--- src/hdl/spf_pkg.sv ---
// ----------------------------------------------------------------------------
// spf_pkg
// Shared types and constants for the sensor packet framer.
// ----------------------------------------------------------------------------
package spf_pkg;

  localparam int unsigned MAX_PAYLOAD = 256;
  localparam int unsigned PLEN_W      = 9;   // payload length and length field
  localparam int unsigned SUM_W       = 16;  // checksum width
  localparam int unsigned ADDR_W      = 32;
  localparam int unsigned HDR_W       = 16;
  localparam int unsigned BYTE_W      = 8;
  localparam int unsigned CFG_IDX_W   = 8;
  localparam int unsigned CFG_DATA_W  = 32;

  localparam logic [HDR_W-1:0]  HEADER_RESET  = 16'hEF01;
  localparam logic [ADDR_W-1:0] ADDRESS_RESET = 32'hFFFF_FFFF;

  // Configuration register indexes
  localparam logic [CFG_IDX_W-1:0] REG_HEADER_WORD     = 8'd0;
  localparam logic [CFG_IDX_W-1:0] REG_DEFAULT_ADDRESS = 8'd1;

  // Queue between front and back
  localparam int unsigned QUEUE_DEPTH = 4;
  localparam int unsigned QPTR_W      = $clog2(QUEUE_DEPTH);

  // One classified item, ready to be serialized
  typedef struct packed {
    logic              is_start;   // emit header, address, id, length first
    logic              has_data;   // emit the payload byte
    logic              has_cksum;  // close the packet with the checksum
    logic [HDR_W-1:0]  header;
    logic [ADDR_W-1:0] addr;
    logic [BYTE_W-1:0] pid;
    logic [PLEN_W-1:0] len;
    logic [BYTE_W-1:0] data;
    logic [SUM_W-1:0]  cksum;
  } spf_desc_t;

endpackage

--- src/hdl/spf_front.sv ---
// ----------------------------------------------------------------------------
// spf_front
// Holds the configuration registers, tracks packet state and turns each
// accepted item into a descriptor for the serializer.
// ----------------------------------------------------------------------------
module spf_front (
  input  logic                             clk_i,
  input  logic                             rst_ni,
  input  logic                             cfg_valid_i,
  input  logic [spf_pkg::CFG_IDX_W-1:0]    cfg_index_i,
  input  logic [spf_pkg::CFG_DATA_W-1:0]   cfg_data_i,
  input  logic                             accept_i,
  input  logic [spf_pkg::BYTE_W-1:0]       packet_id_i,
  input  logic [spf_pkg::PLEN_W-1:0]       payload_length_i,
  input  logic [spf_pkg::ADDR_W-1:0]       address_i,
  input  logic [spf_pkg::BYTE_W-1:0]       data_byte_i,
  output spf_pkg::spf_desc_t               desc_o
);

  logic [spf_pkg::HDR_W-1:0]  header_q;
  logic [spf_pkg::ADDR_W-1:0] def_addr_q;
  logic                       in_packet_q, in_packet_d;
  logic [spf_pkg::PLEN_W-1:0] bytes_left_q, bytes_left_d;
  logic [spf_pkg::SUM_W-1:0]  sum_q, sum_d;

  logic [spf_pkg::PLEN_W-1:0] plen_sat;
  logic [spf_pkg::PLEN_W-1:0] len;
  logic [spf_pkg::PLEN_W-1:0] bl_next;
  logic [spf_pkg::SUM_W-1:0]  sum_start;
  logic [spf_pkg::SUM_W-1:0]  sum_mid;

  always_ff @(posedge clk_i or negedge rst_ni) begin
    if (!rst_ni) begin
      header_q   <= spf_pkg::HEADER_RESET;
      def_addr_q <= spf_pkg::ADDRESS_RESET;
    end else if (cfg_valid_i) begin
      if (cfg_index_i == spf_pkg::REG_HEADER_WORD) begin
        header_q <= cfg_data_i[spf_pkg::HDR_W-1:0];
      end else if (cfg_index_i == spf_pkg::REG_DEFAULT_ADDRESS) begin
        def_addr_q <= cfg_data_i[spf_pkg::ADDR_W-1:0];
      end
    end
  end

  always_comb begin
    // saturate oversized lengths
    if (payload_length_i > spf_pkg::PLEN_W'(spf_pkg::MAX_PAYLOAD)) begin
      plen_sat = spf_pkg::PLEN_W'(spf_pkg::MAX_PAYLOAD);
    end else begin
      plen_sat = payload_length_i;
    end
    len       = plen_sat + spf_pkg::PLEN_W'(2);
    sum_start = {8'd0, packet_id_i} + {7'd0, len}
              + ((plen_sat != '0) ? {8'd0, data_byte_i} : 16'd0);
    sum_mid   = sum_q + {8'd0, data_byte_i};
    bl_next   = (bytes_left_q != '0) ? bytes_left_q - spf_pkg::PLEN_W'(1) : '0;

    desc_o.header = header_q;
    desc_o.addr   = (address_i == '0) ? def_addr_q : address_i;
    desc_o.pid    = packet_id_i;
    desc_o.len    = len;
    desc_o.data   = data_byte_i;

    if (!in_packet_q) begin
      desc_o.is_start  = 1'b1;
      desc_o.has_data  = (plen_sat != '0);
      desc_o.has_cksum = (plen_sat <= spf_pkg::PLEN_W'(1));
      desc_o.cksum     = sum_start;
      in_packet_d      = (plen_sat > spf_pkg::PLEN_W'(1));
      bytes_left_d     = in_packet_d ? plen_sat - spf_pkg::PLEN_W'(1) : '0;
      sum_d            = in_packet_d ? sum_start : '0;
    end else begin
      desc_o.is_start  = 1'b0;
      desc_o.has_data  = 1'b1;
      desc_o.has_cksum = (bl_next == '0);
      desc_o.cksum     = sum_mid;
      in_packet_d      = (bl_next != '0);
      bytes_left_d     = bl_next;
      sum_d            = in_packet_d ? sum_mid : '0;
    end
  end

  always_ff @(posedge clk_i or negedge rst_ni) begin
    if (!rst_ni) begin
      in_packet_q  <= 1'b0;
      bytes_left_q <= '0;
      sum_q        <= '0;
    end else if (accept_i) begin
      in_packet_q  <= in_packet_d;
      bytes_left_q <= bytes_left_d;
      sum_q        <= sum_d;
    end
  end

endmodule

--- src/hdl/spf_queue.sv ---
// ----------------------------------------------------------------------------
// spf_queue
// Small register FIFO of descriptors between the front and the serializer.
// ----------------------------------------------------------------------------
module spf_queue (
  input  logic                clk_i,
  input  logic                rst_ni,
  input  logic                push_i,
  input  spf_pkg::spf_desc_t  push_data_i,
  output logic                full_o,
  input  logic                pop_i,
  output logic                empty_o,
  output spf_pkg::spf_desc_t  head_o
);

  spf_pkg::spf_desc_t             mem_q [spf_pkg::QUEUE_DEPTH];
  logic [spf_pkg::QPTR_W-1:0]     wptr_q, rptr_q;
  logic [spf_pkg::QPTR_W:0]       count_q, count_d;

  assign full_o  = (count_q == (spf_pkg::QPTR_W+1)'(spf_pkg::QUEUE_DEPTH));
  assign empty_o = (count_q == '0);
  assign head_o  = mem_q[rptr_q];

  always_ff @(posedge clk_i) begin
    if (push_i) begin
      mem_q[wptr_q] <= push_data_i;
    end
  end

  always_comb begin
    count_d = count_q;
    if (push_i && !pop_i) begin
      count_d = count_q + (spf_pkg::QPTR_W+1)'(1);
    end else if (pop_i && !push_i) begin
      count_d = count_q - (spf_pkg::QPTR_W+1)'(1);
    end
  end

  always_ff @(posedge clk_i or negedge rst_ni) begin
    if (!rst_ni) begin
      wptr_q  <= '0;
      rptr_q  <= '0;
      count_q <= '0;
    end else begin
      if (push_i) begin
        wptr_q <= wptr_q + spf_pkg::QPTR_W'(1);
      end
      if (pop_i) begin
        rptr_q <= rptr_q + spf_pkg::QPTR_W'(1);
      end
      count_q <= count_d;
    end
  end

endmodule

--- src/hdl/spf_back.sv ---
// ----------------------------------------------------------------------------
// spf_back
// Serializes the descriptor at the queue head into frame bytes, one per
// cycle while out_stall_i is low, into the output register.
// ----------------------------------------------------------------------------
module spf_back (
  input  logic                        clk_i,
  input  logic                        rst_ni,
  input  logic                        empty_i,
  input  spf_pkg::spf_desc_t          head_i,
  output logic                        pop_o,
  output logic                        out_valid_o,
  input  logic                        out_stall_i,
  output logic [spf_pkg::BYTE_W-1:0]  frame_byte_o,
  output logic                        end_of_run_o,
  output logic                        end_of_frame_o
);

  localparam logic [3:0] SLOT_HDR_HI = 4'd0;
  localparam logic [3:0] SLOT_HDR_LO = 4'd1;
  localparam logic [3:0] SLOT_A3     = 4'd2;
  localparam logic [3:0] SLOT_A2     = 4'd3;
  localparam logic [3:0] SLOT_A1     = 4'd4;
  localparam logic [3:0] SLOT_A0     = 4'd5;
  localparam logic [3:0] SLOT_PID    = 4'd6;
  localparam logic [3:0] SLOT_LEN_HI = 4'd7;
  localparam logic [3:0] SLOT_LEN_LO = 4'd8;
  localparam logic [3:0] SLOT_DATA   = 4'd9;
  localparam logic [3:0] SLOT_CK_HI  = 4'd10;
  localparam logic [3:0] SLOT_CK_LO  = 4'd11;

  logic       first_q;
  logic [3:0] slot_q;
  logic [3:0] slot;
  logic [3:0] slot_next;
  logic       last;
  logic       load;

  logic                       out_valid_q;
  logic [spf_pkg::BYTE_W-1:0] byte_q, byte_d;
  logic                       eor_q, eof_q;

  assign load = !empty_i && (!out_valid_q || !out_stall_i);
  assign pop_o = load && last;

  always_comb begin
    slot      = first_q ? (head_i.is_start ? SLOT_HDR_HI : SLOT_DATA) : slot_q;
    slot_next = slot + 4'd1;
    last      = 1'b0;
    case (slot)
      SLOT_LEN_LO: begin
        if (head_i.has_data) begin
          slot_next = SLOT_DATA;
        end else begin
          slot_next = SLOT_CK_HI;
        end
      end
      SLOT_DATA:  last = !head_i.has_cksum;
      SLOT_CK_LO: last = 1'b1;
      default:    last = 1'b0;
    endcase

    case (slot)
      SLOT_HDR_HI: byte_d = head_i.header[15:8];
      SLOT_HDR_LO: byte_d = head_i.header[7:0];
      SLOT_A3:     byte_d = head_i.addr[31:24];
      SLOT_A2:     byte_d = head_i.addr[23:16];
      SLOT_A1:     byte_d = head_i.addr[15:8];
      SLOT_A0:     byte_d = head_i.addr[7:0];
      SLOT_PID:    byte_d = head_i.pid;
      SLOT_LEN_HI: byte_d = {7'd0, head_i.len[8]};
      SLOT_LEN_LO: byte_d = head_i.len[7:0];
      SLOT_DATA:   byte_d = head_i.data;
      SLOT_CK_HI:  byte_d = head_i.cksum[15:8];
      SLOT_CK_LO:  byte_d = head_i.cksum[7:0];
      default:     byte_d = '0;
    endcase
  end

  always_ff @(posedge clk_i or negedge rst_ni) begin
    if (!rst_ni) begin
      first_q     <= 1'b1;
      slot_q      <= SLOT_HDR_HI;
      out_valid_q <= 1'b0;
    end else begin
      if (load) begin
        first_q     <= last;
        slot_q      <= slot_next;
        out_valid_q <= 1'b1;
      end else if (!out_stall_i) begin
        // drop the taken byte when nothing follows
        out_valid_q <= 1'b0;
      end
    end
  end

  always_ff @(posedge clk_i) begin
    if (load) begin
      byte_q <= byte_d;
      eor_q  <= last;
      eof_q  <= (slot == SLOT_CK_LO);
    end
  end

  assign out_valid_o    = out_valid_q;
  assign frame_byte_o   = byte_q;
  assign end_of_run_o   = eor_q;
  assign end_of_frame_o = eof_q;

endmodule

--- src/hdl/sensor_packet_framer.sv ---
// ----------------------------------------------------------------------------
// sensor_packet_framer
// Frames sensor command packets byte by byte.
// ----------------------------------------------------------------------------
// Usage: the input channel (in_valid_i / in_stall_o) takes one item per
// transaction. The first item of a packet produces header, address, id and
// length bytes, then the first payload byte if any; later items produce their
// payload byte. The last byte of a packet is followed by the 16-bit checksum.
// The output channel (out_valid_o / out_stall_i) moves one frame byte per
// transaction; end_of_run_o marks the last byte of an item and
// end_of_frame_o the low checksum byte.
// An accepted item is registered in the queue, and its bytes in the output
// register. One output byte per cycle leaves the single serializer while
// out_stall_i is low; an item is 10 to 12 bytes at packet start, else 1 or 3.
// A four-entry descriptor queue lets payload items keep entering while a
// packet start is still being sent; in_stall_o rises only when it is full.
// Reset clears packet state and the queue and reloads the header (0xEF01) and
// default address (0xFFFFFFFF). When out_stall_i is high the current byte is
// held and the queue fills. Config writes (cfg_valid_i) always complete.
// ----------------------------------------------------------------------------
module sensor_packet_framer (
  input  logic                            clk_i,
  input  logic                            rst_ni,
  input  logic                            cfg_valid_i,
  output logic                            cfg_ready_o,
  input  logic [spf_pkg::CFG_IDX_W-1:0]   cfg_index_i,
  input  logic [spf_pkg::CFG_DATA_W-1:0]  cfg_data_i,
  input  logic                            in_valid_i,
  output logic                            in_stall_o,
  input  logic [spf_pkg::BYTE_W-1:0]      packet_id_i,
  input  logic [spf_pkg::PLEN_W-1:0]      payload_length_i,
  input  logic [spf_pkg::ADDR_W-1:0]      address_i,
  input  logic [spf_pkg::BYTE_W-1:0]      data_byte_i,
  output logic                            out_valid_o,
  input  logic                            out_stall_i,
  output logic [spf_pkg::BYTE_W-1:0]      frame_byte_o,
  output logic                            end_of_run_o,
  output logic                            end_of_frame_o
);

  logic               accept;
  logic               full;
  logic               empty;
  logic               pop;
  spf_pkg::spf_desc_t desc;
  spf_pkg::spf_desc_t head;

  assign cfg_ready_o = 1'b1;
  assign in_stall_o  = full;
  assign accept      = in_valid_i && !full;

  spf_front u_front (
    .clk_i            (clk_i),
    .rst_ni           (rst_ni),
    .cfg_valid_i      (cfg_valid_i),
    .cfg_index_i      (cfg_index_i),
    .cfg_data_i       (cfg_data_i),
    .accept_i         (accept),
    .packet_id_i      (packet_id_i),
    .payload_length_i (payload_length_i),
    .address_i        (address_i),
    .data_byte_i      (data_byte_i),
    .desc_o           (desc)
  );

  spf_queue u_queue (
    .clk_i       (clk_i),
    .rst_ni      (rst_ni),
    .push_i      (accept),
    .push_data_i (desc),
    .full_o      (full),
    .pop_i       (pop),
    .empty_o     (empty),
    .head_o      (head)
  );

  spf_back u_back (
    .clk_i          (clk_i),
    .rst_ni         (rst_ni),
    .empty_i        (empty),
    .head_i         (head),
    .pop_o          (pop),
    .out_valid_o    (out_valid_o),
    .out_stall_i    (out_stall_i),
    .frame_byte_o   (frame_byte_o),
    .end_of_run_o   (end_of_run_o),
    .end_of_frame_o (end_of_frame_o)
  );

endmodule
--- config.mk ---
export PLATFORM = sky130hd
export DESIGN_NAME = sensor_packet_framer
export DESIGN_NICKNAME = d
export VERILOG_FILES = /design/src/hdl/spf_pkg.sv /design/src/hdl/spf_front.sv /design/src/hdl/spf_queue.sv /design/src/hdl/spf_back.sv /design/src/hdl/sensor_packet_framer.sv
export SDC_FILE = /design/constraint.sdc
export NUM_CORES = 1
export LEC_CHECK = 0
export BUFFER_PORTS_ARGS = -buffer_cell sky130_fd_sc_hd__buf_2
export CAP_MARGIN = 0
export CORE_UTILIZATION = 35
export CTS_CLUSTER_DIAMETER = 120
export DETAILED_ROUTE_END_ITERATION = 6
export GPL_TIMING_DRIVEN = 0
export SLEW_MARGIN = 20
export SYNTH_ARGS = -nofsm -noshare
export SYNTH_HDL_FRONTEND = slang
export SYNTH_SLANG_ARGS = --single-unit
--- constraint.sdc ---
create_clock -name clk_i -period 4.1 [get_ports clk_i]
set_input_delay 0.615 -clock clk_i [delete_from_list [all_inputs] [get_ports clk_i]]
set_output_delay 0.615 -clock clk_i [all_outputs]
set_load 0.01 [all_outputs]
==> out/qor.txt <==
Status: finished, final reports clean
Cell Area, Placed: 22200 sq um
# DRC: 0
Reg power frac: 0.406
Worst hold path stage count: 3
Wire per inst: 23.7 um
Synth warnings: 0
Syn nets: 1392
Sequential element share of the synthesized area: 0.666
Most frequent cells in the layout: 378 x edfxtp_1, 122 x buf_2, 92 x mux4_2, 55 x o21ai_0, 55 x mux2_2
Final core occ: 0.415
Core area: 57600 sq um
Critical path endpoint category: flip-flop
Remaining antenna violation count: 0
P_sw: 5.51 mW
Die Area: 59200 sq um
HP Class: primary input to flip-flop
Cell Rows: 88
Final Setup Violations: 0
Internal Pwr Total: 11.1 mW
Final min period: 4.00 ns
P&R area growth vs syn: 17.1%
Root buffer cell: clkbuf_16
Total grt overflow: 0
Detailed Route Iter0 Violations: 1140
Critical Path Source Type: primary input
Fin. max-slew vios: 0
Detail Placement HPWL: 37300 um
Clk buf depth: 3
Die Span Y: 243 um
Synth area leaders: edfxtp_1 56%, mux4_2 10%, dfrtp_1 5.6%
Average cell area after synthesis: 16.4 sq um
Power per cell area: 695 nW/um^2
Crit share post-route: 0.975
Commonest non-fill, non-tap cell in the layout: edfxtp_1
Number of synthesized flops with an enable pin: 378
Static leakage: 8.48 nW
Ys flop type: edfxtp_1
Sink Count: 465
Share of cells above drive strength 1: 0.303
CTS tree: yes
WP data arrival: 4.32 ns
First-pass GRT wire length: 78600 um
Largest net degree at the start of global routing: 49
Vias after detailed routing: 12000
Register-to-Register Path Depth: 13
Worst-Skew Late Latency: 0.60 ns
Mapped Cells: 1246
Initial Util: 0.354
Hold Fails Final Rpt: 0
Final WL: 52900 um
Skew final: 0.0253 ns
Number of global-route vias before repair: 12100
Flops & latches, synth: 465
IO Count: 115
Cts bufs inserted: 49
# Max-Cap Violations: 0
Req. time, crit path: 4.43 ns
Synth async-reset ratio: 0.187
Cell type with the largest total area after synthesis: edfxtp_1
Via density: 5.39
CTS HTree Levels: 2
Total GRT Usage: 0.180
Distinct cells, synth: 73
Syn Std Cell Area: 20400 sq um
Clock network power share: 0.256
Combinational share of power: 0.338
Antenna violations before repair: 6
Fmax: 250 MHz
First-pass DRT Iterations: 5
Clock-pin slew on the worst setup and hold paths: 0.06 ns
Critical path class: primary input to flip-flop
VDD IR max: 325 uV
Fin nets: 1568
Relative slew slack: 0.330
Worst slew pin tran: 1.00 ns
I/O Buffers: 110
Post-route cell area: 23900 sq um
RePlAce Congestion: 0.862
CP max FO: 12
Die W: 243 um
Post-synth top area share: 0.557
Net Sw Frac: 0.332
cell usage after synthesis (13+ instances only):
cell	count
a21o_1	37
a21oi_1	42
a22o_1	23
a22oi_1	19
and2_1	14
buf_2	13
clkbuf_1	42
dfrtp_1	46
dfstp_2	41
edfxtp_1	378
ha_1	40
inv_1	21
mux2_2	55
mux4_2	92
nand2_1	54
nand3_1	24
nor2_1	51
o21ai_0	56
xnor2_1	24
xor2_1	14
power groups by stage:
stage | sequential, mW | clock (mW) | combinational (mW)
floorplan | 6.82 | 0 | 3.58
global placement | 6.93 | 0 | 5.35
detailed placement | 6.84 | 0 | 5.55
CTS | 6.75 | 4.34 | 5.61
global route | 6.83 | 4.51 | 6.05
finish | 6.74 | 4.24 | 5.60
through the flow:
stage	setup TNS [ns]	total power, mW	hold WS, ns	instances	setup WS [ns]
after detailed placement	-16.63	12.4	0.485	2130	-1.01
final	0	16.6	0.242	2228	0.101
after CTS	0	16.7	0.210	2223	0.00950
after global placement	-789.79	12.3	0.472	2121	-2.16
after global routing	-0.100	17.4	0.242	2228	-0.0281
after floorplan	0	10.4	0.319	1246	0.00310
worst paths after layout:
path | endpoint | start | slack [ns]
setup reg to reg | u_queue.count_q[1] | u_queue.rptr_q[0] | 0.32
max in group asynchronous | u_back.first_q | rst_ni | 2.91
hold reg to reg | u_queue.count_q[2] | u_queue.count_q[2] | 0.49
min in group asynchronous | u_front.sum_q[9] | rst_ni | 0.56
hold / removal | u_back.out_valid_o | out_stall_i | 0.24
setup / recovery | u_queue.mem_q[1][8] | payload_length_i[8] | 0.10
sequential cells by signal, indices dropped and copies added (netlist names), 2 cells and up:
register and count:
u_front.header_q 16, u_back.slot_q 4, u_front.sum_q 16, u_back.frame_byte_o 8
u_front.bytes_left_q 9, u_queue.rptr_q 2, u_queue.count_q 3, u_queue.mem_q 368
u_front.def_addr_q 32, u_queue.wptr_q 2
logic make-up (layout without fill, tap and decap cells):
family                     after synthesis  after routing  share of synthesized area
AOI/OAI and AO/OA                      250            250                     0.0847
xor gates and xnor gates                38             38                     0.0163
adders and majority gates               44             44                     0.0285
buffers and inverters                   85            299                     0.0181
DFF                                    465            465                      0.666
muxes                                  151            151                      0.134
other                                    1              4                   0.000184
and+or+nand+nor                        212            212                     0.0521
what timing repair did:
item | CTS | global route
pin swaps | 3 | 6
hold buffers | 1 | 0
setup buffers | 3 | 2
endpoints found under the hold margin | 32 | 0
gates resized for setup | 5 | 13
endpoints found under the setup margin | 14 | 15
metal layers:
layer | global-route usage | share of wire
met1 | 0.243 | 0.43
met2 | 0.289 | 0.48
met3 | 0.0367 | 0.065
met4 | 0.0594 | 0.023
met5 | 0 | 0.00074
critical path, cell delays in order:
cell       delay, ns
buf_4           0.15
inv_1           0.07
clkbuf_8        0.17
nand2_8         0.13
inv_1           0.06
ha_2            0.22
xnor2_4         0.27
ha_4            0.26
o21a_1          0.15
a2111oi_4       0.36
nor2_1          0.12
a21oi_1         0.19
xnor2_1         0.11
ha_1            0.20
or3_1           0.39
o21ai_2         0.18
xnor2_1         0.10
xnor2_1         0.27
mux2i_2         0.11
buf_4           0.18
final cells by class:
cell class,count,area (sq um)
timing repair buffer,125,815
inverter,22,82.6
multi-input combinational,696,6590
sequential,465,13600
antenna,3,7.51
clock inverter,23,203
tap,765,957
buffer,63,300
fill,5196,33700
clock buffer,66,1340
Note: power is estimated with default switching activity, not from simulation.
